--- src/rtl/crms_pkg.sv ---
// Shared constants and controller/datapath interface types for the chunk RMS meter.
`default_nettype none

package crms_pkg;

  localparam int unsigned CFG_INDEX_BITS = 2;
  localparam int unsigned CFG_DATA_BITS  = 16;

  localparam logic [CFG_INDEX_BITS-1:0] CFG_CHUNK_LENGTH = 2'd0;
  localparam logic [CFG_INDEX_BITS-1:0] CFG_STEREO_MODE  = 2'd1;
  localparam logic [CFG_INDEX_BITS-1:0] CFG_CHUNK_LIMIT  = 2'd2;

  localparam logic [CFG_DATA_BITS-1:0] CHUNK_LENGTH_RESET = 16'd10000;
  localparam logic                     STEREO_MODE_RESET  = 1'b1;
  localparam logic [CFG_DATA_BITS-1:0] CHUNK_LIMIT_RESET  = 16'd1024;

  typedef struct packed {
    logic capture;     // latch the accepted sample pair
    logic square;      // register the squared mono magnitude
    logic accum;       // update sums and counts, load the divider
    logic div_step;    // one restoring division step
    logic sqrt_start;  // load the root unit from the quotient
    logic sqrt_step;   // one root digit step
    logic out_load;    // move the root into the output register
  } crms_cmd_t;

  typedef struct packed {
    logic take_result; // the accumulated sample closes a chunk or flushes
    logic div_last;    // the current division step is the final one
    logic sqrt_last;   // the current root step is the final one
  } crms_stat_t;

endpackage

`default_nettype wire

--- src/rtl/chunk_rms_envelope.sv ---
// Top level of the chunk RMS level meter: controller plus datapath.
//
//   channel  direction  handshake              payload
//   in       sink       in_valid_i/in_stall_o   left_sample_i, right_sample_i, end_of_stream_i
//   out      source     out_valid_o/out_stall_i rms_level_o, is_flush_o
//   cfg      sink       cfg_we_i                cfg_index_i, cfg_data_i
//
// A sample that closes no chunk passes through capture, square and accumulate.
// A sample that yields a result adds ACC_BITS division steps, the root load,
// ROOT_BITS root steps and the output load, which waits while the output stalls.
// The serial divider (one quotient bit per cycle) is the longest part of that work.
// Reset clears configuration to its defaults, empties sums and counts and clears out_valid_o.
// A stalled output holds its result; the next sample is taken meanwhile.
`default_nettype none

module chunk_rms_envelope #(
  parameter int unsigned SAMPLE_BITS = 16,
  parameter int unsigned COUNT_BITS  = 16
) (
  input  wire                                  clk_i,
  input  wire                                  rst_ni,
  input  wire                                  cfg_we_i,
  input  wire  [crms_pkg::CFG_INDEX_BITS-1:0]  cfg_index_i,
  input  wire  [crms_pkg::CFG_DATA_BITS-1:0]   cfg_data_i,
  input  wire                                  in_valid_i,
  output logic                                 in_stall_o,
  input  wire  signed [SAMPLE_BITS-1:0]        left_sample_i,
  input  wire  signed [SAMPLE_BITS-1:0]        right_sample_i,
  input  wire                                  end_of_stream_i,
  output logic                                 out_valid_o,
  input  wire                                  out_stall_i,
  output logic [SAMPLE_BITS-1:0]               rms_level_o,
  output logic                                 is_flush_o
);

  crms_pkg::crms_cmd_t  cmd;
  crms_pkg::crms_stat_t stat;

  crms_ctrl u_ctrl (
    .clk_i       (clk_i),
    .rst_ni      (rst_ni),
    .in_valid_i  (in_valid_i),
    .in_stall_o  (in_stall_o),
    .out_valid_o (out_valid_o),
    .out_stall_i (out_stall_i),
    .stat_i      (stat),
    .cmd_o       (cmd)
  );

  crms_datapath #(
    .SAMPLE_BITS (SAMPLE_BITS),
    .COUNT_BITS  (COUNT_BITS)
  ) u_datapath (
    .clk_i           (clk_i),
    .rst_ni          (rst_ni),
    .cfg_we_i        (cfg_we_i),
    .cfg_index_i     (cfg_index_i),
    .cfg_data_i      (cfg_data_i),
    .left_sample_i   (left_sample_i),
    .right_sample_i  (right_sample_i),
    .end_of_stream_i (end_of_stream_i),
    .cmd_i           (cmd),
    .stat_o          (stat),
    .rms_level_o     (rms_level_o),
    .is_flush_o      (is_flush_o)
  );

endmodule

`default_nettype wire

--- src/rtl/crms_datapath.sv ---
// Datapath: config registers, accumulator, serial divider, serial square root, output payload.
`default_nettype none

module crms_datapath #(
  parameter int unsigned SAMPLE_BITS = 16,
  parameter int unsigned COUNT_BITS  = 16
) (
  input  wire                                      clk_i,
  input  wire                                      rst_ni,
  input  wire                                      cfg_we_i,
  input  wire  [crms_pkg::CFG_INDEX_BITS-1:0]      cfg_index_i,
  input  wire  [crms_pkg::CFG_DATA_BITS-1:0]       cfg_data_i,
  input  wire  signed [SAMPLE_BITS-1:0]            left_sample_i,
  input  wire  signed [SAMPLE_BITS-1:0]            right_sample_i,
  input  wire                                      end_of_stream_i,
  input  wire  crms_pkg::crms_cmd_t                cmd_i,
  output crms_pkg::crms_stat_t                     stat_o,
  output logic [SAMPLE_BITS-1:0]                   rms_level_o,
  output logic                                     is_flush_o
);

  localparam int unsigned MAG_BITS  = SAMPLE_BITS + 1;
  localparam int unsigned PROD_BITS = 2 * MAG_BITS;
  localparam int unsigned ACC_BITS  = (PROD_BITS + COUNT_BITS > 64) ? 64
                                                                     : PROD_BITS + COUNT_BITS;
  localparam int unsigned RAD_BITS  = ACC_BITS - 2;
  localparam int unsigned ROOT_BITS = (RAD_BITS + 1) / 2;
  localparam int unsigned X_BITS    = 2 * ROOT_BITS;
  localparam int unsigned STEP_BITS = $clog2(ACC_BITS);
  localparam int unsigned LEN_BITS  = (COUNT_BITS > crms_pkg::CFG_DATA_BITS) ? COUNT_BITS
                                                                        : crms_pkg::CFG_DATA_BITS;
  localparam logic [LEN_BITS-1:0]  CNT_MAX_W = LEN_BITS'({COUNT_BITS{1'b1}});
  localparam logic [STEP_BITS-1:0] DIV_LAST  = STEP_BITS'(ACC_BITS - 1);
  localparam logic [STEP_BITS-1:0] SQRT_LAST = STEP_BITS'(ROOT_BITS - 1);

  // configuration
  logic [crms_pkg::CFG_DATA_BITS-1:0] length_q, limit_q;
  logic                               stereo_q;

  always_ff @(posedge clk_i or negedge rst_ni) begin
    if (!rst_ni) begin
      length_q <= crms_pkg::CHUNK_LENGTH_RESET;
      stereo_q <= crms_pkg::STEREO_MODE_RESET;
      limit_q  <= crms_pkg::CHUNK_LIMIT_RESET;
    end else if (cfg_we_i) begin
      unique case (cfg_index_i)
        crms_pkg::CFG_CHUNK_LENGTH: length_q <= cfg_data_i;
        crms_pkg::CFG_STEREO_MODE:  stereo_q <= cfg_data_i[0];
        crms_pkg::CFG_CHUNK_LIMIT:  limit_q  <= cfg_data_i;
        default: ;
      endcase
    end
  end

  // sample capture and squaring
  logic signed [SAMPLE_BITS-1:0] left_q, right_q;
  logic                          eos_q;
  logic signed [MAG_BITS-1:0]    mono;
  logic        [MAG_BITS-1:0]    mag;
  logic        [PROD_BITS-1:0]   sq_q;

  assign mono = stereo_q ? (MAG_BITS'(left_q) + MAG_BITS'(right_q))
                         : (MAG_BITS'(left_q) <<< 1);
  assign mag  = mono[MAG_BITS-1] ? MAG_BITS'(-mono) : MAG_BITS'(mono);

  // accumulator and counters
  logic [ACC_BITS-1:0]   sum_q, sum_nx;
  logic [ACC_BITS:0]     sum_wide;
  logic [COUNT_BITS-1:0] cnt_q, cnt_nx, chunks_q, chunks_nx;
  logic [LEN_BITS-1:0]   len_raw, len_eff;
  logic                  emit, flush;

  assign sum_wide  = {1'b0, sum_q} + (ACC_BITS + 1)'(sq_q);
  assign sum_nx    = sum_wide[ACC_BITS] ? {ACC_BITS{1'b1}} : sum_wide[ACC_BITS-1:0];
  assign cnt_nx    = (cnt_q == {COUNT_BITS{1'b1}}) ? cnt_q : cnt_q + 1'b1;
  assign chunks_nx = (chunks_q == {COUNT_BITS{1'b1}}) ? chunks_q : chunks_q + 1'b1;

  // zero length acts as one, lengths beyond the counter range clamp to its maximum
  assign len_raw = (length_q == '0) ? LEN_BITS'(1) : LEN_BITS'(length_q);
  assign len_eff = (len_raw > CNT_MAX_W) ? CNT_MAX_W : len_raw;
  assign emit    = LEN_BITS'(cnt_nx) >= len_eff;
  // without an emit the chunk always holds the sample just added
  assign flush   = eos_q && !emit && (LEN_BITS'(chunks_q) < LEN_BITS'(limit_q));

  always_ff @(posedge clk_i or negedge rst_ni) begin
    if (!rst_ni) begin
      sum_q    <= '0;
      cnt_q    <= '0;
      chunks_q <= '0;
    end else if (cmd_i.accum) begin
      if (eos_q) begin
        sum_q    <= '0;
        cnt_q    <= '0;
        chunks_q <= '0;
      end else if (emit) begin
        sum_q    <= '0;
        cnt_q    <= '0;
        chunks_q <= chunks_nx;
      end else begin
        sum_q <= sum_nx;
        cnt_q <= cnt_nx;
      end
    end
  end

  // restoring divider, one quotient bit per cycle
  logic [ACC_BITS-1:0]   quo_q;
  logic [COUNT_BITS-1:0] div_q, drem_q;
  logic [COUNT_BITS:0]   drem_sh;
  logic [COUNT_BITS+1:0] ddiff;
  logic [STEP_BITS-1:0]  step_q;
  logic                  res_flush_q;

  assign drem_sh = {drem_q, quo_q[ACC_BITS-1]};
  assign ddiff   = {1'b0, drem_sh} - {2'b00, div_q};

  // bit-pair square root
  logic [X_BITS-1:0]    x_q;
  logic [ROOT_BITS-1:0] root_q;
  logic [ROOT_BITS:0]   srem_q;
  logic [ROOT_BITS+2:0] srem_sh;
  logic [ROOT_BITS+3:0] sdiff;

  assign srem_sh = {srem_q, x_q[X_BITS-1 -: 2]};
  assign sdiff   = {1'b0, srem_sh} - {2'b00, root_q, 2'b01};

  always_ff @(posedge clk_i) begin
    if (cmd_i.capture) begin
      left_q  <= left_sample_i;
      right_q <= right_sample_i;
      eos_q   <= end_of_stream_i;
    end
    if (cmd_i.square) begin
      sq_q <= PROD_BITS'(mag) * PROD_BITS'(mag);
    end
    if (cmd_i.accum) begin
      quo_q       <= sum_nx;
      div_q       <= cnt_nx;
      drem_q      <= '0;
      step_q      <= '0;
      res_flush_q <= !emit;
    end else if (cmd_i.div_step) begin
      quo_q  <= {quo_q[ACC_BITS-2:0], !ddiff[COUNT_BITS+1]};
      drem_q <= ddiff[COUNT_BITS+1] ? drem_sh[COUNT_BITS-1:0] : ddiff[COUNT_BITS-1:0];
      step_q <= step_q + 1'b1;
    end else if (cmd_i.sqrt_start) begin
      x_q    <= X_BITS'(quo_q >> 2);
      root_q <= '0;
      srem_q <= '0;
      step_q <= '0;
    end else if (cmd_i.sqrt_step) begin
      x_q    <= x_q << 2;
      root_q <= {root_q[ROOT_BITS-2:0], !sdiff[ROOT_BITS+3]};
      srem_q <= sdiff[ROOT_BITS+3] ? srem_sh[ROOT_BITS:0] : sdiff[ROOT_BITS:0];
      step_q <= step_q + 1'b1;
    end
    if (cmd_i.out_load) begin
      rms_level_o <= root_q[SAMPLE_BITS-1:0];
      is_flush_o  <= res_flush_q;
    end
  end

  assign stat_o.take_result = emit || flush;
  assign stat_o.div_last    = (step_q == DIV_LAST);
  assign stat_o.sqrt_last   = (step_q == SQRT_LAST);

endmodule

`default_nettype wire

--- src/rtl/crms_ctrl.sv ---
// Controller: sequences capture, squaring, accumulation, division, root and output handoff.
`default_nettype none

module crms_ctrl (
  input  wire                   clk_i,
  input  wire                   rst_ni,
  input  wire                   in_valid_i,
  output logic                  in_stall_o,
  output logic                  out_valid_o,
  input  wire                   out_stall_i,
  input  wire crms_pkg::crms_stat_t stat_i,
  output crms_pkg::crms_cmd_t   cmd_o
);

  localparam logic [2:0] ST_IDLE   = 3'd0;
  localparam logic [2:0] ST_MUL    = 3'd1;
  localparam logic [2:0] ST_ACC    = 3'd2;
  localparam logic [2:0] ST_DIV    = 3'd3;
  localparam logic [2:0] ST_SQLOAD = 3'd4;
  localparam logic [2:0] ST_SQRT   = 3'd5;
  localparam logic [2:0] ST_OUT    = 3'd6;

  logic [2:0] state_q, state_d;
  logic       out_valid_q, out_valid_d;
  logic       out_free;

  assign out_free = !out_valid_q || !out_stall_i;

  always_comb begin
    state_d = state_q;
    cmd_o   = '0;
    unique case (state_q)
      ST_IDLE: begin
        if (in_valid_i) begin
          cmd_o.capture = 1'b1;
          state_d       = ST_MUL;
        end
      end
      ST_MUL: begin
        cmd_o.square = 1'b1;
        state_d      = ST_ACC;
      end
      ST_ACC: begin
        cmd_o.accum = 1'b1;
        state_d     = stat_i.take_result ? ST_DIV : ST_IDLE;
      end
      ST_DIV: begin
        cmd_o.div_step = 1'b1;
        if (stat_i.div_last) state_d = ST_SQLOAD;
      end
      ST_SQLOAD: begin
        cmd_o.sqrt_start = 1'b1;
        state_d          = ST_SQRT;
      end
      ST_SQRT: begin
        cmd_o.sqrt_step = 1'b1;
        if (stat_i.sqrt_last) state_d = ST_OUT;
      end
      ST_OUT: begin
        // hold the result until the output register frees up
        if (out_free) begin
          cmd_o.out_load = 1'b1;
          state_d        = ST_IDLE;
        end
      end
      default: state_d = ST_IDLE;
    endcase
  end

  always_comb begin
    priority if (cmd_o.out_load) out_valid_d = 1'b1;
    else if (!out_stall_i)       out_valid_d = 1'b0;
    else                         out_valid_d = out_valid_q;
  end

  always_ff @(posedge clk_i or negedge rst_ni) begin
    if (!rst_ni) begin
      state_q     <= ST_IDLE;
      out_valid_q <= 1'b0;
    end else begin
      state_q     <= state_d;
      out_valid_q <= out_valid_d;
    end
  end

  assign in_stall_o  = (state_q != ST_IDLE);
  assign out_valid_o = out_valid_q;

endmodule

`default_nettype wire
--- config.mk ---
export PLATFORM = sky130hd
export DESIGN_NAME = chunk_rms_envelope
export DESIGN_NICKNAME = d
export VERILOG_FILES = /design/src/rtl/crms_pkg.sv /design/src/rtl/chunk_rms_envelope.sv /design/src/rtl/crms_datapath.sv /design/src/rtl/crms_ctrl.sv
export SDC_FILE = /design/constraint.sdc
export NUM_CORES = 1
export LEC_CHECK = 0
export BUFFER_PORTS_ARGS = -buffer_cell sky130_fd_sc_hd__clkbuf_2
export CAP_MARGIN = 20
export CORE_UTILIZATION = 40
export DETAILED_ROUTE_END_ITERATION = 8
export PLACE_DENSITY = 0.66
export SYNTH_ARGS = -nofsm -noshare
export SYNTH_HDL_FRONTEND = slang
export SYNTH_SLANG_ARGS = --single-unit
export TNS_END_PERCENT = 50
--- constraint.sdc ---
create_clock -name clk_i -period 15.9 [get_ports clk_i]
set_input_delay 0.795 -clock clk_i [delete_from_list [all_inputs] [get_ports clk_i]]
set_output_delay 0.795 -clock clk_i [all_outputs]
set_load 0.01 [all_outputs]
Yosys cells after proc, flatten, opt, wreduce, memory -nomap -nowiden
Index checks and enable logic that the tools add are counted.
W data, S select, Z words.

cells by class
  $add $sub $neg = 8
  multiply operators = 1
  $lt $le $gt $ge = 3
  eq/ne operators = 18
  multiplexer cells = 41
  bitwise gates (word level) = 2
  reductions and logical operators = 23

operators by type and width
  kind                     count
  $mux W50                 5
  $mux W16                 9
  $mux W48                 2
  $add A50 B34 Y51         1
  $mux W25                 2
  $mul A17 B17 Y34         1
  $mux W17                 2
  $add A16 B1 Y16 const B  2
  $eq A16 B16 Y1 const B   2
  $sub A27 B26 Y28         1
  $mux W24                 1
  $pmux W3 S7              1
  $mux W6                  3
  $sub A17 B16 Y18         1
  $add A16 B16 Y17         1
  $neg A17 Y17             1
  $ge A16 B16 Y1           1
  $gt A16 B16 Y1 const B   1
  $logic_not A16 Y1        1
  $lt A16 B16 Y1           1
  $mux W3                  4
  $mux W1                  11
  $eq A3 B3 Y1 const B     3
  $add A6 B1 Y6 const B    1
  other kinds (20)         38

word-level totals
  flip-flop bits (word level) = 389
  bits of input ports = 56
  output and inout bits = 19
  word-level logic and storage cells = 118

Depth between registers and ports, before layout
Gate-level depths: netlist (run 1).

  depth after elaboration = 11
  gate-level depth with buffers = 36
  depth with buffers taken out = 36

Hierarchy
From an unflattened synthesis (run 1), not the netlist that was laid out.

unflattened totals
  cells, all modules = 2964
  area, all modules = 29792.3 µm²

modules (own cells, without submodules)
  module         times used  cells an instance  area an instance (µm²)  sequential area each (µm²)
  crms_datapath  1           2931               29503.3                 10744.1
  crms_ctrl      1           33                 289.0                   100.1

Worst setup path before layout (run 1)
Ideal clock, no wire load.

  path kind = reg-to-reg
  start point = register u_datapath.left_q[0]
  end point = register u_datapath.sq_q[33] (data pin)
  setup time = 0.264 ns
  data arrival time = 8.150 ns
  required time = 15.636 ns
  path slack = 7.487 ns
  stages on the path, launching flop included = 33
  path buffers = 0
  period minus slack after synthesis = 8.413 ns
  cells stage by stage = edfxtp_1 > ha_1 > inv_1 > fa_1 > nand2b_1 > a21oi_2 > o21a_1 > o211ai_1 > nor4b_2 > nand2b_1 > o21ai_1 > xor2_1 > inv_2 > nor2_1 > inv_1 > fa_1 > fa_1 > fa_1 > inv_1 > fa_1 > fa_1 > inv_1 > fa_1 > inv_1 > ha_1 > and4_1 > and3_1 > a311oi_1 > o21ai_0 > o41ai_1 > nor2_1 > a211oi_1 > xnor2_1

on the way
  longest elaborated chain between the ends = 5

RTL lines
  item                      RTL line              RTL
  start: declaration        crms_datapath.sv:56   logic signed [SAMPLE_BITS-1:0] left_q, right_q;
  start signal: assignment  crms_datapath.sv:129  left_q <= left_sample_i;
  $add A16 B16 Y17          crms_datapath.sv:62   assign mono = stereo_q ? (MAG_BITS'(left_q) + MAG_BITS'(right_q))
  $mux W17 *                crms_datapath.sv:62
  $neg A17 Y17              crms_datapath.sv:64   assign mag = mono[MAG_BITS-1] ? MAG_BITS'(-mono) : MAG_BITS'(mono);
  $mux W17 *                crms_datapath.sv:64
  $mul A17 B17 Y34 *        crms_datapath.sv:134  sq_q <= PROD_BITS'(mag) * PROD_BITS'(mag);
  end signal: assignment    crms_datapath.sv:134
  end: declaration          crms_datapath.sv:60   logic [PROD_BITS-1:0] sq_q;

Mark *: on every way between the ends. The rest lies on a longest branch, timed or not.
A chain may end at the register's enable or synchronous reset.

Final worst setup path (run 1)
Same ends and word-level chain as after synthesis.

==> flow_metrics.env, run 1 <==
export IMPL_grt_pass1_vias=20500
export IMPL_core_mm2=0.0728
export IMPL_hp_class="primary input to async pin"
export IMPL_finClkSkew_ps=21.0
export IMPL_worstMarginPinSlew_ps=1040
export IMPL_antenna_found_initial=0
export IMPL_final_cells=4002
export IMPL_multi_input_area_mm2=0.0168
export IMPL_place_inst=3918
export IMPL_cp_max_fo=11
export IMPL_seq_area_frac_synth_pct=36.8
export IMPL_wire_per_inst_um=15.5
export IMPL_grt_pass1_wl_um=104000
export IMPL_worst_path_buf_inv=5
export IMPL_fillers=6880
export IMPL_cp_data_required_time_ps=16220
export IMPL_dp_final_hpwl_um=46500
export IMPL_antenna_left=0
export IMPL_grt_overflow=0
export IMPL_vias=20500
export IMPL_seqCellArea_mm2=0.0108
export IMPL_status="complete, no violations"
export IMPL_synth_ff_latch_count=388
export IMPL_setup_slack_ps=6060
export IMPL_setup_viol=0
export IMPL_hold_buffers=0
export IMPL_ys_types=99
export IMPL_htreeDepth=2
export IMPL_critPathKind="flip-flop to flip-flop"
export IMPL_final_nets=3488
export IMPL_final_util_pct=44.5
export IMPL_ys_warn_count=0
export IMPL_netlist_area_mm2=0.0294
export IMPL_max_clock_freq_ghz=0.102
export IMPL_gp_congestion=0.894
export IMPL_final_hold_viol_count=0
export IMPL_synth_edff_count=247
export IMPL_syn_avg_cell_area_um2=10.0
export IMPL_final_cell_mix="inv_1 (384), nand2_1 (282), nor2_1 (260), edfxtp_1 (247), ha_1 (231)"
export IMPL_route_detailed_drc=0
export IMPL_die_area_mm2=0.0747
export IMPL_num_rows=99
export IMPL_end_kind="flip-flop"
export IMPL_timing_final_crit_share_pct=61.9
export IMPL_root_buffer="clkbuf_16"
export IMPL_cts_tree="yes"
export IMPL_ys_async_sr_fraction_pct=30.7
export IMPL_cts_buffers=45
export IMPL_vias_per_cell=5.11
export IMPL_die_height_um=273
export IMPL_io_buffers=74
export IMPL_worstSkewPairLatency_ps=590
export IMPL_io_pins=75
export IMPL_clock_sinks=388
export IMPL_slew_headroom_pct=30.9
export IMPL_slew_viol_final=0
export IMPL_post_place_ws_ps=6130
export IMPL_start_util_pct=40.4
export IMPL_synthCells=2942
export IMPL_crit_top_cell="fa_1"
export IMPL_cpPeakStageDelay_ps=720
export IMPL_synth_main_ff_cell="edfxtp_1"
export IMPL_ctsResizeCount=0
export IMPL_min_period_ps=9840
export IMPL_worstPathArrival_ps=10170
export IMPL_drive_above_1_share_pct=10.2
export IMPL_syn2layout_area_growth_pct=10.2
export IMPL_totalWireLength_um=62200
export IMPL_grt_use_total_pct=17.0
export IMPL_drtIter0Drc=1227
export IMPL_dr_pass1_iters=5
export IMPL_drv_cap=0
export IMPL_die_w_um=273
export IMPL_n_antenna_cell=0
export IMPL_worst_setup_path_start_kind="flip-flop"
export IMPL_setup_tns_ps=0
export IMPL_rsz0062_at_grt="no"
export IMPL_path_clk_slew_ps=60
export IMPL_grt_max_degree=89
export IMPL_cpMaxStageDelayCell="xor2_1"
export IMPL_clock_path_buffers=3
export IMPL_final_common_cell="inv_1"
export IMPL_post_cts_setup_buffer_count=0
export IMPL_critPathTopFamily="adder cells"
## worst paths after layout
check / from / to / slack [ps] / cells after the start
setup / recovery: u_datapath.left_q[0] / u_datapath.sq_q[33] / 6060 / 33
hold / removal: rst_ni / u_datapath.limit_q[9] / 270 / 1
setup reg to reg: u_datapath.left_q[0] / u_datapath.sq_q[33] / 6060 / 33
hold reg to reg: u_datapath.res_flush_q / u_datapath.is_flush_o / 430 / 0
max in group asynchronous: rst_ni / u_datapath.sum_q[3] / 14220 / 2
min in group clk_i: right_sample_i[3] / u_datapath.right_q[3] / 390 / 1
## Yosys cell counts, types with 14 or more instances
master / number / area [µm²]
a211oi_1: 21 / 158
a21o_1: 56 / 420
a21oi_1: 153 / 766
a31oi_1: 18 / 113
and3_1: 26 / 163
buf_2: 16 / 80.1
clkbuf_1: 64 / 240
dfrtp_1: 112 / 2800
dfxtp_1: 22 / 440
edfxtp_1: 247 / 7420
fa_1: 194 / 3880
ha_1: 231 / 2890
inv_1: 385 / 1450
mux2_2: 69 / 777
mux2i_1: 35 / 350
nand2_1: 283 / 1060
nand2b_1: 31 / 194
nand3_1: 48 / 240
nand4_1: 16 / 100
nor2_1: 261 / 980
nor2b_1: 17 / 106
nor3_1: 35 / 175
o21a_1: 35 / 263
o21ai_0: 172 / 861
o21bai_1: 14 / 105
o31ai_1: 16 / 120
or3_1: 18 / 113
xnor2_1: 85 / 744
xor2_1: 49 / 429
## layer usage
layer | share of wire [%] | vias up | track usage [%]
li1 | - | 10200 | -
met1 | 48 | 9782 | 23.7
met2 | 45 | 389 | 27.5
met3 | 3.9 | 97 | 2.02
met4 | 2.7 | 0 | 5.26
met5 | 0 | - | 0
## per-stage QoR
step	instance area, µm²	hold slack (ps)
after CTS	32400	281
after global routing	32400	324
after detailed placement	30900	408
final	32400	273
after global placement	30900	404
after floorplan	29500	400
## cells by family after synthesis
kind of cell / count (synthesis) / synth area share, %
fa+ha+maj: 425 / 23.0
mux: 104 / 3.83
xor+xnor: 140 / 4.36
buf+inv: 485 / 6.32
other cells: 2 / 0.0255
compound gates: 606 / 13.4
simple gates: 792 / 12.2
flops: 388 / 36.8
## registers in the layout (all words and copies together) (netlist names), 3 cells and up
signal / flops
u_datapath.sum_q: 50
u_datapath.sq_q: 33
u_ctrl.state_q: 3
u_datapath.right_q: 16
u_datapath.root_q: 24
u_datapath.cnt_q: 16
u_datapath.rms_level_o: 16
u_datapath.left_q: 16
u_datapath.length_q: 16
u_datapath.quo_q: 50
u_datapath.limit_q: 16
u_datapath.div_q: 16
u_datapath.srem_q: 25
u_datapath.step_q: 6
u_datapath.x_q: 48
u_datapath.chunks_q: 16
u_datapath.drem_q: 16
## worst register-to-register path: cells and delay by family, from the launching register on
family	cells	cell delay, ps
DFF	1	410
AOI/OAI and AO/OA	13	3350
and+or+nand+nor	4	540
adders and majority gates	9	3900
buffers and inverters	5	510
xor gates and xnor gates	2	850
## layout make-up
cell class                      count  share of cell area, %
Multi-Input combinational cell   2079                   51.8
Sequential cell                   388                   33.4
Inverter                          399                   4.62
Clock buffer                       61                   3.81
Tap cell                          959                   3.70
Timing Repair Buffer               94                   1.61
Clock inverter                     22                   1.04
Power of run 1 is left out: the tool's default activity adds up to more than one toggle a clock period on the data nets, which glitch-free logic cannot reach.
==> run 2, diff against run 1 <==
--- a/config.mk
+++ b/config.mk
@@ -5,6 +5,7 @@
 export SDC_FILE = /design/constraint.sdc
 export NUM_CORES = 1
 export LEC_CHECK = 0
+export ABC_AREA = 1
 export BUFFER_PORTS_ARGS = -buffer_cell sky130_fd_sc_hd__clkbuf_2
 export CAP_MARGIN = 20
 export CORE_UTILIZATION = 40
==> constraint.sdc (replaced) <==
create_clock -name clk_i -period 10.07 [get_ports clk_i]
set_input_delay 0.5035 -clock clk_i [delete_from_list [all_inputs] [get_ports clk_i]]
set_output_delay 0.5035 -clock clk_i [all_outputs]
set_load 0.01 [all_outputs]
==> run 2 against run 1 <==
  * Clock skew grew 16 ps
  * Global-route usage grew 2.1 points
  * Setup slack lost 4800 ps
  * Critical path type unchanged
==> flow_metrics.env, run 2 <==
export IMPL_status="complete, no violations"
export IMPL_end_kind="flip-flop"
export IMPL_gp_congestion=0.953
export IMPL_reg_top3="u_datapath.quo_q (50), u_datapath.sum_q (50), u_datapath.x_q (48)"
export IMPL_final_cell_mix="nand2_1 (897), inv_1 (668), nor2_1 (287), o21ai_0 (253), edfxtp_1 (247)"
export IMPL_multi_input_area_mm2=0.0176
export IMPL_synthCells=3815
export IMPL_num_rows=102
export IMPL_yosysTopAreaCellShare_pct=23.6
export IMPL_vias_per_cell=5.00
export IMPL_critPathTopFamily="adder cells"
export IMPL_final_nets=4367
export IMPL_synth_main_ff_cell="edfxtp_1"
export IMPL_setup_viol=0
export IMPL_start_util_pct=40.4
export IMPL_synth_top_area_cell="edfxtp_1"
export IMPL_synth_area_leaders="edfxtp_1 (24%), fa_1 (12%), nand2_1 (11%)"
export IMPL_post_cts_setup_buffer_count=0
export IMPL_drv_cap=0
export IMPL_die_w_um=282
export IMPL_grt_max_degree=106
export IMPL_synth_most_common_cell="nand2_1"
export IMPL_cp_max_fo=42
export IMPL_io_buffers=74
export IMPL_worstSkewPairLatency_ps=590
export IMPL_drtIter0Drc=1727
export IMPL_synth_edff_count=247
export IMPL_cp_data_required_time_ps=10390
export IMPL_dr_pass1_iters=5
export IMPL_antenna_left=0
export IMPL_r2r_slack_ps=1220
export IMPL_hp_class="primary input to flip-flop"
export IMPL_drive_above_1_share_pct=7.35
export IMPL_place_inst=4877
export IMPL_max_clock_freq_ghz=0.113
export IMPL_cts_tree="yes"
export IMPL_cpPeakStageDelay_ps=1030
export IMPL_cts_buffers=45
export IMPL_worstPathArrival_ps=9180
export IMPL_setup_slack_ps=1220
export IMPL_path_clk_slew_ps=60
export IMPL_post_place_ws_ps=1310
export IMPL_final_util_pct=44.4
export IMPL_antenna_found_initial=0
export IMPL_synth_xor_area_share_pct=3.07
export IMPL_grt_overflow=0
export IMPL_grt_use_total_pct=19.0
export IMPL_netlist_area_mm2=0.0314
export IMPL_min_period_ps=8850
export IMPL_ys_types=67
export IMPL_core_mm2=0.0776
export IMPL_syn_avg_cell_area_um2=8.22
export IMPL_rsz0062_at_grt="no"
export IMPL_die_height_um=282
export IMPL_worst_setup_path_start_kind="flip-flop"
export IMPL_synth_top_family_by_area="adder cells"
export IMPL_dp_final_hpwl_um=57200
export IMPL_cpMaxStageDelayCell="dfstp_2"
export IMPL_synth_ff_latch_count=388
export IMPL_final_hold_viol_count=0
export IMPL_ctsResizeCount=0
export IMPL_grt_pass1_vias=24700
export IMPL_slew_viol_final=0
export IMPL_yosys_top_cells_count="nand2_1 (899), inv_1 (668), nor2_1 (292)"
export IMPL_htreeDepth=2
export IMPL_syn2layout_area_growth_pct=9.79
export IMPL_finClkSkew_ps=37.5
export IMPL_route_detailed_drc=0
export IMPL_root_buffer="clkbuf_16"
export IMPL_seqCellArea_mm2=0.0108
export IMPL_final_common_cell="nand2_1"
export IMPL_hold_buffers=1
export IMPL_ys_warn_count=0
export IMPL_totalWireLength_um=73800
export IMPL_die_area_mm2=0.0796
export IMPL_ys_async_sr_fraction_pct=30.7
export IMPL_yosys_area_share_simple_pct=20.8
export IMPL_clock_sinks=388
export IMPL_timing_final_crit_share_pct=87.9
export IMPL_synthMuxAreaShare_pct=0
export IMPL_worst_path_buf_inv=8
export IMPL_vias=24800
export IMPL_critPathKind="flip-flop to flip-flop"
export IMPL_fillers=7713
export IMPL_wire_per_inst_um=14.9
export IMPL_synth_compound_area_share_pct=10.4
export IMPL_slew_headroom_pct=26.6
export IMPL_crit_top_cell="inv_1"
export IMPL_synth_adder_area_share_pct=21.6
export IMPL_setup_tns_ps=0
export IMPL_io_pins=75
export IMPL_grt_pass1_wl_um=123000
export IMPL_seq_area_frac_synth_pct=34.6
export IMPL_clock_path_buffers=3
export IMPL_final_cells=4962
export IMPL_worstMarginPinSlew_ps=1100
run 2: cell types whose count changed after synthesis, sizes merged, moves of 35 or more:
| cell | delta |
|---|---|
| a21o | -40 |
| o21ai | +82 |
| nand3 | +121 |
| inv | +303 |
| nand2 | +639 |
| mux2 | -69 |
| nor2 | +56 |
| xnor2 | -47 |
| mux2i | -35 |
run 2: cell families (layout without fill, tap and decap cells):
logic type               Yosys count  count (layout)
AND/OR/NAND/NOR                 1540            1540
buffers and inverters            777             873
AO/OA/AOI/OAI                    576             576
adder cells (fa/ha/maj)          425             425
flip-flops                       388             388
XOR/XNOR                         107             107
other                              2              13
run 2: cell type report:
class	count	area share [%]
Timing Repair Buffer	92	1.52
Clock inverter	25	0.934
Sequential cell	388	31.5
Antenna cell	1	0.00727
Inverter	699	7.66
Tap cell	1040	3.78
Multi-Input combinational cell	2660	51.1
Clock buffer	57	3.49
run 2: path summary, 6_finish.rpt:
kind                                             end                  from  cells after the start
min reg2reg                u_datapath.rms_level_o[3]  u_datapath.root_q[3]                      0
max                              u_datapath.sq_q[33]   u_datapath.stereo_q                     36
min                            u_datapath.right_q[2]     right_sample_i[2]                      1
max in group asynchronous       u_datapath.sum_q[20]                rst_ni                      3
min in group asynchronous      u_datapath.limit_q[1]                rst_ni                      2
max reg2reg                      u_datapath.sq_q[33]   u_datapath.stereo_q                     36
run 2: metrics by stage:
| step | hold slack (ps) | instance area [µm²] |
|---|---|---|
| 3_3_place_gp | 434 | 32900 |
| 4_1_cts | 60.7 | 34400 |
| 5_1_grt | 72.1 | 34400 |
| 3_5_place_dp | 435 | 32900 |
| 6_report | 92.9 | 34400 |
| 2_1_floorplan | 208 | 31400 |
run 2: layer usage:
| metal | vias to the layer above | track usage, % | wire length [µm] |
|---|---|---|---|
| li1 | 12400 | - | - |
| met1 | 11700 | 25.6 | 34200 |
| met2 | 545 | 31.7 | 34000 |
| met3 | 141 | 2.15 | 3240 |
| met4 | 0 | 6.54 | 2370 |
| met5 | - | 0 | 0 |
Power of run 2 is left out for the same reason.
